<file path="src/rtl/core/rbs_pkg.sv">
// Shared types, constants and helper functions for the blink sequencer.
// No dependencies; imported by every module of the block.
`timescale 1ns / 1ps
`default_nettype none

package rbs_pkg;

   localparam int DUR_W  = 24;            // duration register width
   localparam int SPAN_W = DUR_W + 1;     // max - min + 1 can reach 2^DUR_W
   localparam int WORD_W = 32;            // time and generator word width

   localparam logic [1:0] PH_OPEN    = 2'd0;
   localparam logic [1:0] PH_CLOSING = 2'd1;
   localparam logic [1:0] PH_OPENING = 2'd2;

   localparam logic [2:0] CSR_PRNG_SEED      = 3'd0;
   localparam logic [2:0] CSR_FIRST_INTERVAL = 3'd1;
   localparam logic [2:0] CSR_CLOSE_MIN      = 3'd2;
   localparam logic [2:0] CSR_CLOSE_MAX      = 3'd3;
   localparam logic [2:0] CSR_OPEN_MIN       = 3'd4;
   localparam logic [2:0] CSR_OPEN_MAX       = 3'd5;
   localparam logic [2:0] CSR_GAP_MIN        = 3'd6;
   localparam logic [2:0] CSR_GAP_MAX        = 3'd7;

   localparam logic [WORD_W-1:0] RST_PRNG_SEED      = 32'd123456789;
   localparam logic [DUR_W-1:0]  RST_FIRST_INTERVAL = 24'd500000;
   localparam logic [DUR_W-1:0]  RST_CLOSE_MIN      = 24'd100000;
   localparam logic [DUR_W-1:0]  RST_CLOSE_MAX      = 24'd150000;
   localparam logic [DUR_W-1:0]  RST_OPEN_MIN       = 24'd120000;
   localparam logic [DUR_W-1:0]  RST_OPEN_MAX       = 24'd200000;
   localparam logic [DUR_W-1:0]  RST_GAP_MIN        = 24'd2000000;
   localparam logic [DUR_W-1:0]  RST_GAP_MAX        = 24'd4000000;

   localparam logic [7:0] LEVEL_FULL = 8'd254;

   typedef struct packed {
      logic [WORD_W-1:0] now_us;
      logic              restart;
   } req_word_type;

   typedef struct packed {
      logic [1:0] phase;
      logic [7:0] upper_level;
      logic [6:0] lower_level;
   } rsp_word_type;

   // controller -> datapath
   typedef struct packed {
      logic latch;         // capture the request word
      logic step;          // phase test, start of a draw
      logic draw_finish;   // store min + remainder
      logic level;         // threshold evaluation
      logic level_finish;  // threshold from quotient
      logic emit;          // load the response register
   } rbs_cmd_type;

   // datapath -> controller
   typedef struct packed {
      logic restart;
      logic need_draw;
      logic need_div;
      logic div_done;
   } rbs_status_type;

   function automatic logic [WORD_W-1:0] xorshift32(input logic [WORD_W-1:0] w);
      logic [WORD_W-1:0] a;
      logic [WORD_W-1:0] b;
      a = w ^ (w << 13);
      b = a ^ (a >> 17);
      return b ^ (b << 5);
   endfunction

   // up*30/100 = up*3/10; /10 as *205 >> 11, exact below 1024
   function automatic logic [6:0] lower_of(input logic [7:0] up);
      logic [17:0] p;
      p = 18'(up) * 18'd615;
      return p[17:11];
   endfunction

endpackage

`default_nettype wire

</file>
<file path="src/rtl/core/rbs_divider.sv">
// Radix-2 restoring divider, one quotient bit per cycle.
// Depends on rbs_pkg for the word widths.
`timescale 1ns / 1ps
`default_nettype none

module rbs_divider
   import rbs_pkg::*;
(
   input  wire logic              clock,
   input  wire logic              reset,
   input  wire logic              start,
   input  wire logic [WORD_W-1:0] dividend,
   input  wire logic [SPAN_W-1:0] divisor,
   output logic                   done,
   output logic [WORD_W-1:0]      quotient,
   output logic [SPAN_W-1:0]      remainder
);

   localparam int CNT_W = $clog2(WORD_W);

   logic                busy_ff;
   logic                done_ff;
   logic [CNT_W-1:0]    cnt_ff;
   logic [WORD_W-1:0]   quo_ff;
   logic [SPAN_W-1:0]   rem_ff;
   logic [SPAN_W-1:0]   div_ff;
   logic [SPAN_W:0]     trial;
   logic [SPAN_W:0]     diff;
   logic                fits;

   always_comb begin
      trial = {rem_ff, quo_ff[WORD_W-1]};
      diff  = trial - {1'b0, div_ff};
      fits  = trial >= {1'b0, div_ff};
   end

   always_ff @(posedge clock) begin
      if (reset) begin
         busy_ff <= 1'b0;
         done_ff <= 1'b0;
         cnt_ff  <= '0;
      end else if (start) begin
         busy_ff <= 1'b1;
         done_ff <= 1'b0;
         cnt_ff  <= '0;
      end else if (busy_ff) begin
         cnt_ff  <= cnt_ff + 1'b1;
         busy_ff <= (cnt_ff != CNT_W'(WORD_W - 1));
         done_ff <= (cnt_ff == CNT_W'(WORD_W - 1));
      end else begin
         done_ff <= 1'b0;
      end
   end

   always_ff @(posedge clock) begin
      if (start) begin
         quo_ff <= dividend;
         rem_ff <= '0;
         div_ff <= divisor;
      end else if (busy_ff) begin
         quo_ff <= {quo_ff[WORD_W-2:0], fits};
         rem_ff <= fits ? diff[SPAN_W-1:0] : trial[SPAN_W-1:0];
      end
   end

   assign done      = done_ff;
   assign quotient  = quo_ff;
   assign remainder = rem_ff;

endmodule

`default_nettype wire

</file>
<file path="src/rtl/core/rbs_datapath.sv">
// Datapath: configuration registers, sequencer state, draw and level math.
// Depends on rbs_pkg and rbs_divider.
`timescale 1ns / 1ps
`default_nettype none

module rbs_datapath
   import rbs_pkg::*;
(
   input  wire logic           clock,
   input  wire logic           reset,
   input  wire logic           csr_write,
   input  wire logic [2:0]     csr_index,
   input  wire logic [31:0]    csr_data,
   input  wire req_word_type   req_word,
   input  wire rbs_cmd_type    cmd,
   output rbs_status_type      status,
   output rsp_word_type        rsp_word
);

   // configuration
   logic [WORD_W-1:0] seed_ff;
   logic [DUR_W-1:0]  first_ff;
   logic [DUR_W-1:0]  close_min_ff, close_max_ff;
   logic [DUR_W-1:0]  open_min_ff, open_max_ff;
   logic [DUR_W-1:0]  gap_min_ff, gap_max_ff;

   // sequencer state
   logic [1:0]        phase_ff;
   logic [WORD_W-1:0] phase_start_ff;
   logic [DUR_W-1:0]  phase_length_ff;
   logic [WORD_W-1:0] last_end_ff;
   logic [DUR_W-1:0]  next_gap_ff;
   logic [WORD_W-1:0] prng_ff;

   // item working registers
   logic [WORD_W-1:0] now_ff;
   logic              restart_ff;
   logic [DUR_W-1:0]  lo_ff;
   logic [7:0]        up_ff;
   rsp_word_type      rsp_ff;

   // phase test
   logic [WORD_W-1:0] el_start, el_gap;
   logic              trig;
   logic [1:0]        phase_in;
   logic [DUR_W-1:0]  lo, hi;
   logic              has_range;
   logic [SPAN_W-1:0] span;
   logic [WORD_W-1:0] prng_in;

   // level
   logic [WORD_W-1:0] el_lvl;
   logic              lvl_done, active;
   logic [WORD_W-1:0] lvl_dividend;
   logic [7:0]        s_val;
   logic [7:0]        up_div;

   // divider
   logic              div_start, div_done;
   logic [WORD_W-1:0] div_dividend, div_quo;
   logic [SPAN_W-1:0] div_divisor, div_rem;
   logic [DUR_W-1:0]  drawn;

   always_comb begin
      el_start = now_ff - phase_start_ff;
      el_gap   = now_ff - last_end_ff;
      case (phase_ff)
         PH_CLOSING: begin
            trig     = el_start >= WORD_W'(phase_length_ff);
            lo       = open_min_ff;
            hi       = open_max_ff;
            phase_in = trig ? PH_OPENING : PH_CLOSING;
         end
         PH_OPENING: begin
            trig     = el_start >= WORD_W'(phase_length_ff);
            lo       = gap_min_ff;
            hi       = gap_max_ff;
            phase_in = trig ? PH_OPEN : PH_OPENING;
         end
         default: begin
            trig     = el_gap >= WORD_W'(next_gap_ff);
            lo       = close_min_ff;
            hi       = close_max_ff;
            phase_in = trig ? PH_CLOSING : PH_OPEN;
         end
      endcase
      has_range = hi > lo;
      span      = SPAN_W'(hi) - SPAN_W'(lo) + 1'b1;
      prng_in   = xorshift32(prng_ff);

      el_lvl       = now_ff - phase_start_ff;
      lvl_done     = el_lvl >= WORD_W'(phase_length_ff);
      active       = (phase_ff == PH_CLOSING) || (phase_ff == PH_OPENING);
      // elapsed < length < 2^24 here, so elapsed*255 fits the word
      lvl_dividend = {el_lvl[DUR_W-1:0], 8'd0} - WORD_W'(el_lvl[DUR_W-1:0]);

      // 254*s/255 for s in 0..254 is s-1 (s>0); opening mirrors it
      s_val = div_quo[7:0];
      if (phase_ff == PH_CLOSING) begin
         up_div = (s_val == 8'd0) ? 8'd0 : s_val - 8'd1;
      end else begin
         up_div = (s_val == 8'd0) ? LEVEL_FULL : LEVEL_FULL - s_val;
      end

      drawn = lo_ff + div_rem[DUR_W-1:0];

      status.restart   = restart_ff;
      status.need_draw = !restart_ff && trig && has_range;
      status.need_div  = active && !lvl_done;
      status.div_done  = div_done;

      div_start    = (cmd.step && status.need_draw) || (cmd.level && status.need_div);
      div_dividend = cmd.step ? prng_in : lvl_dividend;
      div_divisor  = cmd.step ? span : SPAN_W'(phase_length_ff);
   end

   rbs_divider u_divider (
      .clock     (clock),
      .reset     (reset),
      .start     (div_start),
      .dividend  (div_dividend),
      .divisor   (div_divisor),
      .done      (div_done),
      .quotient  (div_quo),
      .remainder (div_rem)
   );

   always_ff @(posedge clock) begin
      if (reset) begin
         seed_ff      <= RST_PRNG_SEED;
         first_ff     <= RST_FIRST_INTERVAL;
         close_min_ff <= RST_CLOSE_MIN;
         close_max_ff <= RST_CLOSE_MAX;
         open_min_ff  <= RST_OPEN_MIN;
         open_max_ff  <= RST_OPEN_MAX;
         gap_min_ff   <= RST_GAP_MIN;
         gap_max_ff   <= RST_GAP_MAX;
      end else if (csr_write) begin
         case (csr_index)
            CSR_PRNG_SEED:      seed_ff      <= csr_data;
            CSR_FIRST_INTERVAL: first_ff     <= csr_data[DUR_W-1:0];
            CSR_CLOSE_MIN:      close_min_ff <= csr_data[DUR_W-1:0];
            CSR_CLOSE_MAX:      close_max_ff <= csr_data[DUR_W-1:0];
            CSR_OPEN_MIN:       open_min_ff  <= csr_data[DUR_W-1:0];
            CSR_OPEN_MAX:       open_max_ff  <= csr_data[DUR_W-1:0];
            CSR_GAP_MIN:        gap_min_ff   <= csr_data[DUR_W-1:0];
            CSR_GAP_MAX:        gap_max_ff   <= csr_data[DUR_W-1:0];
            default: ;
         endcase
      end
   end

   always_ff @(posedge clock) begin
      if (reset) begin
         phase_ff        <= PH_OPEN;
         phase_start_ff  <= '0;
         phase_length_ff <= '0;
         last_end_ff     <= '0;
         next_gap_ff     <= RST_FIRST_INTERVAL;
         prng_ff         <= RST_PRNG_SEED;
      end else if (cmd.step) begin
         if (restart_ff) begin
            phase_ff        <= PH_OPEN;
            phase_start_ff  <= '0;
            phase_length_ff <= '0;
            last_end_ff     <= '0;
            next_gap_ff     <= first_ff;
            prng_ff         <= seed_ff;
         end else begin
            phase_ff <= phase_in;
            if (trig) begin
               if (phase_in == PH_OPEN) begin
                  last_end_ff <= now_ff;
                  if (!has_range) next_gap_ff <= lo;
               end else begin
                  phase_start_ff <= now_ff;
                  if (!has_range) phase_length_ff <= lo;
               end
               if (has_range) prng_ff <= prng_in;
            end
         end
      end else if (cmd.draw_finish) begin
         if (phase_ff == PH_OPEN) begin
            next_gap_ff <= drawn;
         end else begin
            phase_length_ff <= drawn;
         end
      end
   end

   always_ff @(posedge clock) begin
      if (cmd.latch) begin
         now_ff     <= req_word.now_us;
         restart_ff <= req_word.restart;
      end
      if (cmd.step) begin
         lo_ff <= lo;
         if (restart_ff) up_ff <= 8'd0;
      end
      if (cmd.level) begin
         if (!active) begin
            up_ff <= 8'd0;
         end else if (lvl_done) begin
            up_ff <= (phase_ff == PH_CLOSING) ? LEVEL_FULL : 8'd0;
         end
      end
      if (cmd.level_finish) up_ff <= up_div;
      if (cmd.emit) begin
         rsp_ff.phase       <= phase_ff;
         rsp_ff.upper_level <= up_ff;
         rsp_ff.lower_level <= lower_of(up_ff);
      end
   end

   assign rsp_word = rsp_ff;

endmodule

`default_nettype wire

</file>
<file path="src/rtl/core/rbs_ctrl.sv">
// Sequencing state machine: each word goes through test, optional draw, level, emit; a restart skips to emit.
// Depends on rbs_pkg for the command and status structs.
`timescale 1ns / 1ps
`default_nettype none

module rbs_ctrl
   import rbs_pkg::*;
(
   input  wire logic           clock,
   input  wire logic           reset,
   input  wire logic           req_valid,
   output logic                req_stall,
   output logic                rsp_valid,
   input  wire logic           rsp_stall,
   input  wire rbs_status_type status,
   output rbs_cmd_type         cmd
);

   typedef enum logic [2:0] {
      ST_IDLE,
      ST_TEST,
      ST_DRAW,
      ST_LEVEL,
      ST_LDIV,
      ST_EMIT
   } state_type;

   state_type state_ff, state_in;
   logic      rsp_valid_ff, rsp_valid_in;

   always_comb begin
      state_in     = state_ff;
      cmd          = '0;
      rsp_valid_in = rsp_valid_ff && rsp_stall;
      case (state_ff)
         ST_IDLE: begin
            if (req_valid) begin
               cmd.latch = 1'b1;
               state_in  = ST_TEST;
            end
         end
         ST_TEST: begin
            cmd.step = 1'b1;
            if (status.restart) begin
               state_in = ST_EMIT;
            end else if (status.need_draw) begin
               state_in = ST_DRAW;
            end else begin
               state_in = ST_LEVEL;
            end
         end
         ST_DRAW: begin
            if (status.div_done) begin
               cmd.draw_finish = 1'b1;
               state_in        = ST_LEVEL;
            end
         end
         ST_LEVEL: begin
            cmd.level = 1'b1;
            state_in  = status.need_div ? ST_LDIV : ST_EMIT;
         end
         ST_LDIV: begin
            if (status.div_done) begin
               cmd.level_finish = 1'b1;
               state_in         = ST_EMIT;
            end
         end
         ST_EMIT: begin
            if (!rsp_valid_ff || !rsp_stall) begin
               cmd.emit     = 1'b1;
               rsp_valid_in = 1'b1;
               state_in     = ST_IDLE;
            end
         end
         default: state_in = ST_IDLE;
      endcase
   end

   always_ff @(posedge clock) begin
      if (reset) begin
         state_ff     <= ST_IDLE;
         rsp_valid_ff <= 1'b0;
      end else begin
         state_ff     <= state_in;
         rsp_valid_ff <= rsp_valid_in;
      end
   end

   assign req_stall = (state_ff != ST_IDLE);
   assign rsp_valid = rsp_valid_ff;

endmodule

`default_nettype wire

</file>
<file path="src/rtl/core/random_blink_sequencer_top.sv">
// Top level of the random blink sequencer: controller plus datapath.
// Depends on rbs_pkg, rbs_ctrl, rbs_datapath (and rbs_divider below it).
`timescale 1ns / 1ps
`default_nettype none

// Three-phase eye-blink sequencer (open, closing, opening). Each request word
// carries a microsecond timestamp and a restart flag; each produces exactly one
// response word with the phase after the update and the upper/lower eyelid
// levels. Words are handled one at a time; a restart word skips the draw and
// level steps. A phase change that draws from a non-empty range adds a
// divide, and a level computed mid-ramp adds another; both run on one shared
// radix-2 divider that retires one quotient bit per cycle. A finished
// response sits in an output register, so the next request is taken even
// while the response is stalled. The CSR port is always ready; write it
// only while the block is idle. Register writes act on the next draw or
// restart.

module random_blink_sequencer_top
   import rbs_pkg::*;
(
   input  wire logic          clock,
   input  wire logic          reset,
   // request channel
   input  wire logic          req_valid,
   output logic               req_stall,
   input  wire req_word_type  req_word,
   // response channel
   output logic               rsp_valid,
   input  wire logic          rsp_stall,
   output rsp_word_type       rsp_word,
   // configuration writes
   input  wire logic          csr_valid,
   output logic               csr_ready,
   input  wire logic [2:0]    csr_index,
   input  wire logic [31:0]   csr_data
);

   rbs_cmd_type    cmd;
   rbs_status_type status;

   assign csr_ready = 1'b1;

   rbs_ctrl u_ctrl (
      .clock     (clock),
      .reset     (reset),
      .req_valid (req_valid),
      .req_stall (req_stall),
      .rsp_valid (rsp_valid),
      .rsp_stall (rsp_stall),
      .status    (status),
      .cmd       (cmd)
   );

   rbs_datapath u_datapath (
      .clock     (clock),
      .reset     (reset),
      .csr_write (csr_valid && csr_ready),
      .csr_index (csr_index),
      .csr_data  (csr_data),
      .req_word  (req_word),
      .cmd       (cmd),
      .status    (status),
      .rsp_word  (rsp_word)
   );

   // one word in flight: an accepted word blocks the next one
   a_busy_after_accept: assert property (@(posedge clock) disable iff (reset)
      (req_valid && !req_stall) |=> req_stall)
      else $error("request accepted while a word is in flight");

   // eyes open means no lid coverage
   a_open_means_zero: assert property (@(posedge clock) disable iff (reset)
      (rsp_valid && rsp_word.phase == PH_OPEN) |-> (rsp_word.upper_level == 8'd0))
      else $error("open phase reported with nonzero lid level");

   // level and phase stay in range
   a_level_range: assert property (@(posedge clock) disable iff (reset)
      rsp_valid |-> (rsp_word.upper_level <= LEVEL_FULL && rsp_word.phase <= PH_OPENING
                     && rsp_word.lower_level <= 7'd76))
      else $error("response field out of range");

   // the divider only finishes while a word is being worked on
   a_divider_idle_when_idle: assert property (@(posedge clock) disable iff (reset)
      (!req_stall) |-> !status.div_done)
      else $error("divider finished while no word was being processed");

endmodule

`default_nettype wire
</file>
<file path="config.mk">
export PLATFORM = sky130hd
export DESIGN_NAME = random_blink_sequencer_top
export DESIGN_NICKNAME = d
export VERILOG_FILES = /design/src/rtl/core/rbs_pkg.sv /design/src/rtl/core/rbs_divider.sv /design/src/rtl/core/rbs_datapath.sv /design/src/rtl/core/rbs_ctrl.sv /design/src/rtl/core/random_blink_sequencer_top.sv
export SDC_FILE = /design/constraint.sdc
export NUM_CORES = 2
export LEC_CHECK = 0
export BUFFER_PORTS_ARGS = -buffer_cell sky130_fd_sc_hd__buf_2
export CELL_PAD_IN_SITES_DETAIL_PLACEMENT = 0
export CELL_PAD_IN_SITES_GLOBAL_PLACEMENT = 1
export CORE_ASPECT_RATIO = 0.7
export CORE_MARGIN = 4
export CORE_UTILIZATION = 40
export CTS_CLUSTER_SIZE = 12
export DETAILED_ROUTE_END_ITERATION = 6
export PLACE_DENSITY_LB_ADDON = 0.1
export SYNTH_ARGS = -nofsm -noshare
export SYNTH_HDL_FRONTEND = slang
export SYNTH_SLANG_ARGS = --single-unit
</file>
<file path="constraint.sdc">
create_clock -name clock -period 11.3 [get_ports clock]
set_input_delay 2.26 -clock clock [delete_from_list [all_inputs] [get_ports clock]]
set_output_delay 2.26 -clock clock [all_outputs]
set_load 0.02 [all_outputs]
</file>
# After elaboration in Yosys (flattened, before gate mapping)
# Cells that the tools add are included.
[classes]
addsub = 10
n_mul = 1
magnitude_cmp = 4
n_eq_ne = 26
muxes = 66
bitwise_logic = 4
reduce_logical = 42
[ops]
columns = ["cell", "n"]
rows = [
  ["$mux W32", 12],
  ["$mux W24", 14],
  ["$pmux W24 S2", 2],
  ["$mux W8", 10],
  ["$ge A32 B24 Y1", 2],
  ["$sub A32 B32 Y32", 2],
  ["$xor A32 B32 Y32", 2],
  ["$sub A32 B24 Y32", 1],
  ["$xor A32 B15 Y32", 1],
  ["$ge A26 B25 Y1", 1],
  ["$add A25 B1 Y25 const B", 1],
  ["$mux W25", 1],
  ["$sub A24 B24 Y25", 1],
  ["$sub A25 B25 Y25", 1],
  ["$add A24 B24 Y24", 1],
  ["$gt A24 B24 Y1", 1],
  ["$eq A3 B3 Y1 const B", 6],
  ["$mul A8 B10 Y18 const B", 1],
  ["$pmux W3 S6", 1],
  ["$mux W1", 17],
  ["$reduce_and A2 Y1", 8],
  ["$mux W3", 5],
  ["$eq A3 B2 Y1 const B", 4],
  ["$ne A3 B3 Y1 const B", 4],
  ["other kinds (26)", 54],
]
[word_totals]
reg_bits = 521
in_bits = 73
output_inout_bits = 20
elab_cells = 183

# Longest topological paths before layout
[logic_depth]
depth_word = 9
ltp_mapped = 27
depth_no_buf = 25

# Modules after synthesis
# Synthesis repeated with hierarchy kept, for this count alone.
[hier_totals]
hier_cells = 3963
area_unflattened_um2 = 33377.0
[by_module_without_submodules]
columns = ["module", "n_inst", "cells_each", "area_each_um2", "seq_area_each_um2"]
rows = [
  ["rbs_datapath", 1, 3447, 28099.4, 9308.9],
  ["rbs_divider", 1, 473, 4949.7, 2352.3],
  ["rbs_ctrl", 1, 41, 316.6, 80.1],
  ["random_blink_sequencer_top", 1, 2, 11.3, 0.0],
]

# Worst setup path after synthesis
# OpenSTA, ideal clock, no wires.
[synth_path]
path_type = "flip-flop to flip-flop"
startpoint = "reg u_datapath.now_ff[0]"
endpoint = "reg u_datapath.u_divider.quo_ff[0] (netlist: u_datapath.u_divider.quotient[0]) (enable)"
setup_time_ps = 330
t_arrival_ps = 5322
required_ps = 10970
setup_slack_ps = 5648
stages_incl_launch_ff = 25
n_path_buf = 1
synth_period_minus_slack_ps = 5652
path_cell_list = "edfxtp_1 > inv_1 > ha_1 > inv_1 > fa_1 > a211oi_1 > o21ai_1 > nor3b_1 > or4_1 > nand2_1 > o21ai_0 > xnor2_1 > inv_1 > ha_1 > nand4_1 > a21oi_1 > nand2_1 > a21oi_1 > a211o_1 > nor4_1 > nand4_2 > o21a_1 > a31o_4 > buf_6 > or2_2"
[synth_via]
elab_chain_len = 8
elab_cells_between_ends = 13
cone_classes = "add/sub (2); order compare (2); mux (1); reduce/logical (8)"
[synth_lines]
columns = ["item", "line_no", "text"]
rows = [
  ["start: declaration", "rbs_datapath.sv:36", "logic [WORD_W-1:0] now_ff;"],
  ["start signal: assignment", "rbs_datapath.sv:193", "now_ff <= req_word.now_us;"],
  ["$sub A32 B32 Y32, on equally long branches", "rbs_datapath.sv:66, rbs_datapath.sv:65, rbs_datapath.sv:91", ""],
  ["$ge A32 B24 Y1, on equally long branches", "--", ""],
  ["$mux W1", "--", ""],
  ["$logic_and A1 B1 Y1 (2 in series)", "rbs_datapath.sv:108", "status.need_draw = !restart_ff && trig && has_range;"],
  ["$logic_and A1 B1 Y1", "rbs_datapath.sv:112", "div_start = (cmd.step && status.need_draw) || (cmd.level && status.need_div);"],
  ["$logic_or A1 B1 Y1 *", "rbs_datapath.sv:112", ""],
  ["$reduce_bool A2 Y1 (no line) *", "--", ""],
  ["end signal: assignment", "rbs_divider.sv:57", "quo_ff <= dividend;"],
  ["end signal: assignment", "rbs_divider.sv:61", "quo_ff <= {quo_ff[WORD_W-2:0], fits};"],
  ["end: declaration", "rbs_divider.sv:24", "logic [WORD_W-1:0] quo_ff;"],
]
# Every way passes the cells marked *; elsewhere a longest branch is shown, timed or not.
# A chain may end at the register's enable or synchronous reset.

# Final worst setup path
[layout_path]
startpoint = "reg u_datapath.now_ff[0]"
endpoint = "reg u_datapath.u_divider.quo_ff[29] (netlist: u_datapath.u_divider.quotient[29]) (enable)"
# Same word-level chain as after synthesis.

==> flow_summary.json <==
{
  "drtAntennaViolNets": 0,
  "syn_inst": 4047,
  "fin_tns_setup_ps": 0,
  "clock-sinks": 521,
  "yosys-top-cells-area": "dfxtp_1 (23%), edfxtp_1 (12%), ha_1 (10%), nand2_1 (6.9%), a21oi_1 (5.4%)",
  "gp_congestion": 0.933,
  "fmax_mhz": 127,
  "path_clk_slew_ps": 60,
  "critPathRequiredTime_ps": 11570,
  "row_count": 88,
  "grt_pass1_vias": 26800,
  "htree_levels": 2,
  "vias": 29700,
  "clockRootBuffer": "clkbuf_16",
  "cts_tree": "built",
  "clock_latency_ps": 700,
  "cp-end-kind": "flop",
  "finalHoldViolations": 0,
  "yosys.area.top_type": "dfxtp_1",
  "antenna_found_initial": 1,
  "slew_headroom_pct": 22.3,
  "p_per_area_nw_per_um2": 307,
  "dp_cells": 5061,
  "ys_seq_area_share_pct": 34.8,
  "syn-cell-area_um2": 33700,
  "drt_iter0_drc": 2925,
  "worstSetupPathType": "reg2reg",
  "vias_per_cell": 5.75,
  "finClkSkew_ps": 61.1,
  "wl_per_cell_um": 23.1,
  "status": "finished clean",
  "path_buf_inv": 4,
  "path_max_fanout": 67,
  "initial_utilization_pct": 40.7,
  "grt_pass1_wl_um": 178000,
  "stdcell_count": 5169,
  "critPathMaxStageDelay_ps": 760,
  "path_delay_family": "simple AND/OR/NAND/NOR gates",
  "power.leakage_nw": 14.5,
  "critPathArrivalTime_ps": 8150,
  "drc_errors": 0,
  "hold_path_class": "reg2reg",
  "crit_slowest_cell": "buf_4",
  "synth_nets": 4428,
  "min_period_ps": 7880,
  "totalWireLength_um": 119000,
  "die_x_um": 355,
  "ir_drop_mv": 0.161,
  "avgSynthCellArea_um2": 8.33,
  "dr.pass1.iters": 5,
  "drive_gt1_share_pct": 7.37,
  "clk_path_buf_depth": 3,
  "setup_violations": 0,
  "postCtsResizedCells": 0,
  "yosys_warnings": 0,
  "die_area_um2": 89100,
  "synth_edf_count": 131,
  "rrSetupSlack_ps": 3420,
  "cap_violations": 0,
  "area_delta_synth_final_pct": 9.55,
  "worst_pin_slew_ps": 1170,
  "grt_max_degree": 92,
  "ys.flop_type": "dfxtp_1",
  "grt_overflow": 0,
  "io_buffers": 91,
  "synth_top_cell_area_share_pct": 23.2,
  "fin_area_um2": 36900,
  "post_cts_buffers": 0,
  "slew_violations": 0,
  "die_h_um": 251,
  "core_um2": 82900,
  "async_reset_ff_share_pct": 0,
  "synth_cell_type_count": 99,
  "final_common_cell": "nand2_1",
  "total_power_mw": 11.4,
  "cts_buffers": 57,
  "post_dp_cell_area_um2": 35000,
  "place_hpwl_um": 87700,
  "final_cell_mix": "nand2_1 (619), dfxtp_1 (389), a21oi_1 (363)",
  "cts_hold_repair.buffers": 0,
  "fin_nets": 4376,
  "grt_setup_unrepaired": "no",
  "path_cells": "inv_1 -> ha_1 -> inv_1 -> fa_1 -> a211oi_1 -> o21ai_1 -> nor3b_1 -> or4_1 -> nand2_1 -> o21ai_0 -> xnor2_1 -> inv_1 -> ha_1 -> nand4_1 -> a21oi_1 -> nand2_1 -> a21oi_1 -> a211o_1 -> nor4_1 -> nand4_2 -> nor4_2 -> a31o_4 -> buf_4 -> or2_2",
  "finalCritPeriodShare_pct": 69.7,
  "gr-usage-all-layers_pct": 25.9,
  "fill_cells": 8425,
  "ios": 93,
  "hold_slack_ps": 453,
  "cp_common_cell": "inv_1",
  "cp-start-kind": "flop",
  "ys_ff_latch": 521
}
-- final cells by class --
class	count	area, µm²	share of cell area, %
inverters	276	1040	2.83
diodes	2	5.00	0.0136
repair buffers	136	802	2.17
multi-input cells	3003	20000	54.1
well taps	1125	1410	3.81
clock inverters	16	214	0.579
clock buffers	90	1740	4.72
flip-flops and latches	521	11700	31.8
-- metal layers --
layer,GRT usage [%],wire length (µm)
met5,0,0
met4,3.37,1210
met3,5.31,10100
met2,33.3,44400
met1,43.8,63700
-- flip-flops by register name, summed over array words and instances (netlist names), 2 cells and up --
signal	flops
u_datapath.close_min_ff	24
u_datapath.open_min_ff	24
u_datapath.u_divider.div_ff	25
u_datapath.last_end_ff	32
u_datapath.u_divider.cnt_ff	5
u_datapath.prng_ff	32
u_datapath.up_ff	8
u_datapath.u_divider.quotient	32
u_datapath.now_ff	32
u_datapath.u_divider.remainder	25
u_datapath.gap_min_ff	24
u_datapath.phase_length_ff	24
u_datapath.rsp_word	17
u_datapath.close_max_ff	24
u_ctrl.state_ff	3
u_datapath.phase_start_ff	32
u_datapath.open_max_ff	24
u_datapath.lo_ff	24
u_datapath.next_gap_ff	24
u_datapath.first_ff	24
u_datapath.seed_ff	32
u_datapath.phase_ff	2
u_datapath.gap_max_ff	24
-- logic make-up (layout without fill, tap and decap cells) --
| group | count (synthesis) | count (layout) | share of synthesized area [%] |
|---|---|---|---|
| simple gates | 1329 | 1329 | 17.8 |
| mux | 67 | 67 | 2.13 |
| flops | 521 | 521 | 34.8 |
| fa+ha+maj | 308 | 308 | 12.1 |
| xor+xnor | 200 | 200 | 5.22 |
| other cells | 1 | 3 | 0.0111 |
| compound gates | 1098 | 1098 | 21.7 |
| buf+inv | 523 | 518 | 6.18 |
-- cells in the mapped netlist (all sizes together), types with 21 or more instances --
master	count
o211ai	43
nand2	622
nand3	125
a22o	32
mux2i	29
mux2	38
a21o	72
a21oi	367
and3	22
o311ai	40
a22oi	70
nor2b	38
xnor2	132
buf	55
o21a	31
a31oi	27
fa	31
clkbuf	192
o21ai	163
o21bai	21
edfxtp	131
o2111ai	39
ha	277
a311oi	21
nor3	75
nand2b	31
inv	275
a211oi	62
nand4	70
xor2	68
dfxtp	390
nor2	257
-- power by group --
group	switching [mW]	internal (mW)
Sequential	0.320	2.33
Combinational	4.38	2.34
Clock	0.863	1.11
Total	5.57	5.78
-- metrics by stage --
stage | utilization, % | worst slack [ps]
after floorplan | - | 5650
after global placement | 42.2 | 3680
after detailed placement | 42.2 | 3530
after CTS | 44.5 | 3510
after global routing | 44.5 | 2860
final | 44.5 | 3420
-- tightest hold or removal path: stages, from the launching register on --
cell and delay [ps]:
dfxtp_1 310, nand2_1 50, a21oi_1 50
-- final timing paths --
path	startpoint	endpoint	cells past startpoint
worst max-delay path	u_datapath.now_ff[0]	u_datapath.u_divider.quotient[29]	24
worst max register to register	u_datapath.now_ff[0]	u_datapath.u_divider.quotient[29]	24
worst min-delay path	u_datapath.open_max_ff[22]	u_datapath.open_max_ff[22]	2
worst min register to register	u_datapath.open_max_ff[22]	u_datapath.open_max_ff[22]	2
Note: power is estimated with default switching activity, not from simulation.
